--- config.mk ---
export PLATFORM = sky130hd
export DESIGN_NAME = kmc_divider
export DESIGN_NICKNAME = d
export VERILOG_FILES = /design/src/hw/rtl/kmc_pkg.sv /design/src/hw/rtl/kmc_divider.sv
export SDC_FILE = /design/constraint.sdc
export NUM_CORES = 1
export LEC_CHECK = 0
export ABC_AREA = 1
export BUFFER_PORTS_ARGS = -buffer_cell sky130_fd_sc_hd__buf_2
export CORE_ASPECT_RATIO = 0.7
export CORE_UTILIZATION = 45
export CTS_CLUSTER_DIAMETER = 50
export DETAILED_ROUTE_END_ITERATION = 7
export PLACE_DENSITY = 0.79
export SLEW_MARGIN = 20
export SYNTH_ARGS = -nofsm -noshare
export SYNTH_HDL_FRONTEND = slang
export SYNTH_SLANG_ARGS = --single-unit
export TNS_END_PERCENT = 1
--- constraint.sdc ---
create_clock -name clk -period 1.55 [get_ports clk]
set_input_delay 0.31 -clock clk [delete_from_list [all_inputs] [get_ports clk]]
set_output_delay 0.31 -clock clk [all_outputs]
set_load 0.02 [all_outputs]
--- src/hw/rtl/kmc_pkg.sv ---
// ----------------------------------------------------------------------------
// kmc_pkg: shared constants and types of the k-means clustering block
// Widths, register indexes and status codes used by every file.
// ----------------------------------------------------------------------------
package kmc_pkg;
	localparam int MAX_POINTS   = 64;
	localparam int MAX_CLUSTERS = 8;
	localparam int COORD_WIDTH  = 16;
	localparam int PIDX_W = $clog2(MAX_POINTS);
	localparam int CNT_W  = $clog2(MAX_POINTS + 1);
	localparam int CID_W  = (MAX_CLUSTERS > 1) ? $clog2(MAX_CLUSTERS) : 1;
	localparam int K_W    = $clog2(MAX_CLUSTERS + 1);
	localparam int DIFF_W = COORD_WIDTH + 1;
	localparam int SQ_W   = 2 * DIFF_W;
	localparam int DIST_W = SQ_W + 2;
	localparam int SUM_W  = COORD_WIDTH + PIDX_W;
	localparam int CFG_W  = 8;
	localparam int CIDX_W = 2;

	localparam logic [CIDX_W-1:0] REG_NUM_CLUSTERS = 2'd0;
	localparam logic [CIDX_W-1:0] REG_SEED_START   = 2'd1;
	localparam logic [CIDX_W-1:0] REG_MAX_ITER     = 2'd2;

	localparam logic [1:0] ST_CONVERGED = 2'd0;
	localparam logic [1:0] ST_LIMIT     = 2'd1;
	localparam logic [1:0] ST_TOO_FEW   = 2'd2;

	typedef logic signed [COORD_WIDTH-1:0] coord_t;
	typedef struct packed {
		coord_t x;
		coord_t y;
		coord_t z;
	} point_t;
	typedef struct packed {
		logic start;
		logic last;
	} div_ctl_t;
endpackage

--- src/hw/rtl/kmc_divider.sv ---
// ----------------------------------------------------------------------------
// kmc_divider: restoring divider for centroid means
// Signed sum over unsigned count, truncating toward zero, one bit a cycle.
// ----------------------------------------------------------------------------
module kmc_divider import kmc_pkg::*; (
	input  logic                    clk,
	input  logic                    arst_n,
	input  logic                    start,
	input  logic signed [SUM_W-1:0] dividend,
	input  logic [CNT_W-1:0]        divisor,
	output logic                    done,
	output coord_t                  quotient
);
	localparam int STEP_W = $clog2(SUM_W + 1);

	logic [SUM_W-1:0]  quo_q;
	logic [CNT_W-1:0]  rem_q;
	logic [CNT_W-1:0]  den_q;
	logic              neg_q;
	logic              busy_q;
	logic [STEP_W-1:0] step_q;
	logic [CNT_W:0]    trial;
	logic [SUM_W-1:0]  mag;
	logic [SUM_W-1:0]  res;

	assign mag   = dividend[SUM_W-1] ? SUM_W'(-dividend) : dividend;
	assign trial = {rem_q, quo_q[SUM_W-1]};
	assign res   = neg_q ? SUM_W'(-quo_q) : quo_q;
	assign quotient = coord_t'(res[COORD_WIDTH-1:0]);

	always_ff @(posedge clk or negedge arst_n) begin
		if (!arst_n) begin
			busy_q <= 1'b0;
			done   <= 1'b0;
			step_q <= '0;
		end else begin
			done <= 1'b0;
			if (start) begin
				busy_q <= 1'b1;
				step_q <= STEP_W'(SUM_W);
			end else if (busy_q) begin
				step_q <= step_q - 1'b1;
				if (step_q == STEP_W'(1)) begin
					busy_q <= 1'b0;
					done   <= 1'b1;
				end
			end
		end
	end

	// The remainder always stays below the divisor, so it fits the count width.
	always_ff @(posedge clk) begin
		if (start) begin
			quo_q <= mag;
			rem_q <= '0;
			den_q <= (divisor == '0) ? CNT_W'(1) : divisor;
			neg_q <= dividend[SUM_W-1];
		end else if (busy_q) begin
			if (trial >= {1'b0, den_q}) begin
				rem_q <= CNT_W'(trial - {1'b0, den_q});
				quo_q <= {quo_q[SUM_W-2:0], 1'b1};
			end else begin
				rem_q <= trial[CNT_W-1:0];
				quo_q <= {quo_q[SUM_W-2:0], 1'b0};
			end
		end
	end
endmodule

==> run metrics, run 1 <==
Commonest cells post-synth=nand2_1 (92), inv_1 (55), nand3_1 (45); delay of the slowest critical-path stage=~0.40 ns; TNS Setup=-7.10 ns; Worst setup SP type=flip-flop; CP endpoint kind=output pin; worst-skew pair later-pin latency=0.31 ns; design area=4100 um2; worst-path maximum fanout=3; Seq/Total Area, Yosys=roughly 40%; CORE AREA=6340 um2; Worst path slowest cell=edfxtp_1; initial antenna violation count=0; DR vias/cell=4.90; DP Cell Count=between 500 and 600; PortBufs=48; Nets=between 500 and 600; synth top area cells=edfxtp_1 (30%), nand2_1 (11%), nand3_1 (7.5%); RePlAce Congestion=0.928; post-synth top area share=29.9%; GRT overflow=0; clock buffers created by TritonCTS=5; DR WL/cell=12.0 um; Worst slew margin=between 70% and 80%; area growth from synthesis to layout=36.3%; initial core utilization=roughly 47%; FF+latch count, synth=between 40 and 50; clk slew on worst S/H paths=0.09 ns; status=finished, violations left; share of cells above drive strength 1=between 30% and 40%; placed inst area=about 3800 um2; first-pass detailed-route iteration total=5; violations in the final reports=negative setup slack; total number of vias=2920; Netlist cell types=32; CTS Buffer Depth=2; top_reg_cell synth=edfxtp_1; synthesized cell area=~3000 um2; largest family of logic cells by synthesized area=simple AND/OR/NAND/NOR gates; crit path kind=flip-flop to output pin; pre-CTS setup slack=-0.382 ns; total track usage=between 20 and 25%; Total Power Consumption=approximately 4.9 mW; Max Clock Freq=approximately 470 MHz; Iteration-0 DRC Markers=between 150 and 200; syn_area_per_cell=roughly 7.6 um2; Yosys Warn Count=0; syn nets=440; CTS tree=built; maximum vdd drop=0.806 mV; Final Non-Filler Cells=approximately 600; complex-gate fraction of the synthesized area=about a tenth; Yosys top cell by area=edfxtp_1; H-tree Lvls=2; Ports=49; XOR/XNOR Fraction of Synth Area=about 7.6%; synthesized netlist cell count=396; final setup skew=between 0.01 and 0.015 ns; Adder-Cell Fraction of Synth Area=between 5 and 6%; Post-synth EDFFs=30; Synth Area in Simple Gates=a little over a quarter; critical path arrival=roughly 1.8 ns; shortest period the worst path allows=2.12 ns; worst hold slack=between 0.2 and 0.25 ns; Power Density=between 1000 and 1500 nW/um2; leakage=approximately 2.0 nW; fill count=521; Slew Limit Fails=0; Hold Violations, Final=0; Die ar.=about 7000 um2; RSZ-0062 raised after global routing=true; # rows=24; Final setup viols=23; number of global-route vias before repair=2833; ant diodes=0; setup ws final=-0.572 ns; Post-synth ARST share=between 10% and 20%; period utilization=137%; post-layout util=between 60% and 70%; top-count cell post-synth=nand2_1; CTS Sinks=44; Final ANT Viol Nets=0; WL final=a little over 7000 um; max cap viols=0; HP Class=input port to flip-flop; CP most frequent cell=nand2_4; remaining routing DRC violations=0; Die H=around 70 um; first-pass GRT wire length=between 10000 and 15000 um; Worst-Margin Slew=around 0.43 ns; CTS Root Cell=clkbuf_8; DPL Wire Length=around 5400 um; largest net degree at the start of global routing=21; required time of the critical path=~1.2 ns; CP Cell Sequence=inv_2 -> ha_4 -> nand2_4 -> nor3_4 -> nand3_2 -> nand2_2 -> nand2_4 -> xor2_4 -> buf_6; die width=between 90 and 100 um; post-synthesis mux area share=0%
power by group:
part           internal [mW]  switching [mW]  leakage [nW]  total, mW
Combinational           1.06            1.21          1.48       2.27
Sequential              1.47           0.149         0.455       1.61
Clock                  0.580           0.407        0.0636      0.987
critical path: cells and delay by family (launching register included):
family | cells | cell delay, ns
xor gates and xnor gates | 1 | 0.16
and+or+nand+nor | 5 | 0.55
DFF | 1 | 0.40
adders and majority gates | 1 | 0.16
buffers and inverters | 2 | 0.24
worst paths after layout:
kind | startpoint | endpoint | slack, ns | depth (start not counted)
worst min register to register | step_q[4] | step_q[4] | 0.49 | 1
worst max register to register | den_q[0] | rem_q[4] | -0.17 | 8
min in group asynchronous | arst_n | step_q[2] | 0.36 | 2
worst max-delay path | quo_q[0] | quotient[14] | -0.57 | 9
worst min-delay path | divisor[5] | den_q[5] | 0.20 | 1
max in group asynchronous | arst_n | busy_q | 1.04 | 2
cells by family after synthesis:
group | Yosys count
buffers and inverters | 70
adders and majority gates | 12
and+or+nand+nor | 189
xor gates and xnor gates | 26
DFF | 44
AOI/OAI and AO/OA | 55
area by class of cell:
cell class | count | area [um2] | share of cell area [%]
clock buffers | 7 | 97.6 | 2.38
clock inverters | 1 | 30.0 | 0.732
inverters | 55 | 206 | 5.03
multi-input cells | 282 | 1650 | 40.2
flip-flops and latches | 44 | 1220 | 29.7
well taps | 91 | 114 | 2.78
repair buffers | 116 | 787 | 19.2
metal layers:
metal | track usage, % | part of all wire (%) | vias up
met5 | 0 | 0 | -
met4 | 7.35 | 1.5 | 0
met3 | 3.30 | 4.2 | 9
met2 | 37.5 | 48 | 79
met1 | 29.3 | 46 | 1324
li1 | - | - | 1508
layout by cell type (no fill, tap or decap), types with 6 or more instances in the layout:
cell      netlist  layout
nand2_1        92      87
buf_4           1      78
inv_1          55      52
nand3_1        45      43
buf_2           3      36
nor2_1         35      32
o21ai_0        35      31
edfxtp_1       30      30
xor2_1         15      13
xnor2_1        11      11
a21oi_1         8       8
ha_1           11       8
dfrtp_1         7       7
dfxtp_1         7       6
sequential cells by signal, summed over array words and instances (netlist names):
register	cells
quo_q	22
den_q	7
rem_q	7
step_q	5
busy_q	1
done	1
neg_q	1
what timing repair did:
action | CTS | global route
pin swaps | 8 | 6
resized for setup | 21 | 17
setup buffers | 3 | 0
endpoints found under the setup margin | 23 | 25
hold buffers | 1 | 0
hold endpoints to repair | 7 | 0
No activity file was read; power rests on OpenSTA's default activity.
==> run 2, diff against run 1 <==
Settings changed: PLACE_DENSITY 0.79 to 0.77.
Clock period 1.55 ns to 2.8 ns, I/O delays scaled along.
==> run 2 against run 1 <==
- the flow now finishes without violations
- final area down 16%
- die area is the same
- clock power shrank 49%
- sequential power fell by 45%
- power down 53%
- via count shrank 7.7%
- critical path depth unchanged
- combinational power is 60% lower
- flip-flop and latch count did not move
==> run metrics, run 2 (same netlist as run 1, synthesis figures left out) <==
max cap viols=0 (unchanged); CTS Root Cell=clkbuf_8; metal3 WL=339 um (+13%); FF-to-FF End=rem_q[4]; largest reg by FF count=quo_q; DPL Wire Length=5140 um (-5.3%); CP endpoint kind=output pin; CTS Sinks=44 (unchanged); total track usage=20.5% (-1.8 points); Ports=49 (unchanged); cts-stage hold buffer count=0 (-1); WL met2=3000 um (-13%); maximum vdd drop=0.306 mV (-62%); Final setup viols=0 (-100%); initial core utilization=47.5% (unchanged); CTS tree=built; most frequent cells in the layout=nand2_1 (92), inv_1 (55), buf_2 (48); placed inst area=3310 um2 (-13%); HP Class=input port to async pin; Slew Limit Fails=0 (unchanged); RR Startpoint=quo_q[21]; worst-path maximum fanout=3 (unchanged); largest net degree at the start of global routing=31 (+48%); Regs by FF count=quo_q x22, den_q x7, rem_q x7; pre-CTS setup slack=0.556 ns (+0.939 ns); CORE AREA=6340 um2 (unchanged); final setup skew=0.00633 ns (-0.00790 ns); Worst slew margin=63.0% (-8.3 points); clock buffers created by TritonCTS=5 (unchanged); # rows=24 (unchanged); required time of the critical path=2.24 ns (+1.00 ns); ant diodes=0 (unchanged); Worst-Margin Slew=0.553 ns (+0.125 ns); post-layout util=54.1% (-11 points); GRT overflow=0 (unchanged); period utilization=about 93%; max layer used=met4; Power Density=671 nW/um2 (-44%); Iteration-0 DRC Markers=124 (-25%); setup ws final=0.190 ns (+0.763 ns); H-tree Lvls=2 (unchanged); Die ar.=7020 um2 (unchanged); PortBufs=48 (unchanged); number of flip-flops under the largest register name=22 (unchanged); critical path arrival=2.05 ns (+0.24 ns); CTS Buffer Depth=2 (unchanged); design area=3430 um2 (-16%); Post-CTS Resized=0 (-100%); most common cell after layout, fill and taps aside=nand2_1; total number of vias=2695 (-7.7%); Hold Violations, Final=0 (unchanged); RSZ-0062 raised after global routing=false; clk slew on worst S/H paths=0.08 ns (about the same); die width=99.7 um (unchanged); number of global-route vias before repair=2550 (-10%); first-pass detailed-route iteration total=5 (unchanged); Final ANT Viol Nets=0 (unchanged); leakage=1.65 nW (-18%); status=finished clean; RePlAce Congestion=0.879 (-5.2%); remaining routing DRC violations=0 (unchanged); Die H=70.4 um (unchanged); post-CTS setup buffer count=0 (-3); crit path kind=flip-flop to output pin; WL final=6650 um (-7.4%); R2R depth=9 (+1); Worst setup SP type=flip-flop; first-pass GRT wire length=11200 um (-8.9%); DR vias/cell=5.08 (+3.6%); Total Power Consumption=2.30 mW (-53%); TNS Setup=0 ns (+7.10 ns); Nets=483 (-12%); worst-skew pair later-pin latency=0.31 ns (about the same); shortest period the worst path allows=approximately 2.6 ns; DR WL/cell=12.5 um (+3.9%); met1 WL=3230 um (-2.4%); Max Clock Freq=383 MHz; initial antenna violation count=0 (unchanged); area growth from synthesis to layout=13.8%; share of cells above drive strength 1=15.0% (-15 points); R2R setup slack=0.88 ns (+1.05 ns)
==> run 2: cell types whose count changed in the layout (fill, tap and decap cells not counted), sizes merged <==
cell         previous run  this run
buf                   115        51
clkbuf                  7         5
clkinv                  0         2
dlygate4sd3             1         0
==> run 2: area by class of cell <==
cell class              instances  area [um2]
well taps                      91         114
flip-flops and latches         44        1220
inverters                      55         206
repair buffers                 51         263
clock buffers                   5        68.8
multi-input cells             282        1520
clock inverters                 3        42.5
fillers                       609        2910
==> run 2: worst max path at each step <==
stage	from	endpoint	slack, ns	cells after the start
floorplan	quo_q[0]	quotient[12]	0.69	7
global placement	quo_q[0]	quotient[12]	0.66	8
detailed placement	quo_q[1]	quotient[14]	0.56	9
CTS	quo_q[1]	quotient[14]	0.20	9
global route	quo_q[1]	quotient[14]	0.09	9
finish	quo_q[0]	quotient[14]	0.19	9
==> run 2: worst max-delay path, cell delays in order, from the launching register on <==
cell	delay [ns]
edfxtp_1	0.38
inv_1	0.10
ha_1	0.17
nand2_1	0.07
nor3_1	0.34
nand3_1	0.17
nand2_1	0.13
nand2_1	0.07
xor2_1	0.12
buf_2	0.17
==> run 2: per-stage QoR <==
step	cells	hold WS (ns)
2_1_floorplan	396	0.264
3_3_place_gp	523	0.400
3_5_place_dp	523	0.405
4_1_cts	531	0.0725
5_1_grt	531	0.0635
6_report	531	0.0660
==> run 2: report_power, final <==
group,leakage [nW],internal [mW],switching (mW)
clock,0.0558,0.264,0.236
combinational,1.13,0.353,0.558
sequential,0.455,0.810,0.0765
total,1.65,1.43,0.870
==> run 2: metal layers <==
| metal | vias to the layer above | GRT usage [%] |
|---|---|---|
| li1 | 1377 | - |
| met1 | 1246 | 27.2 |
| met2 | 61 | 33.6 |
| met3 | 11 | 3.60 |
| met4 | 0 | 7.19 |
| met5 | - | 0 |
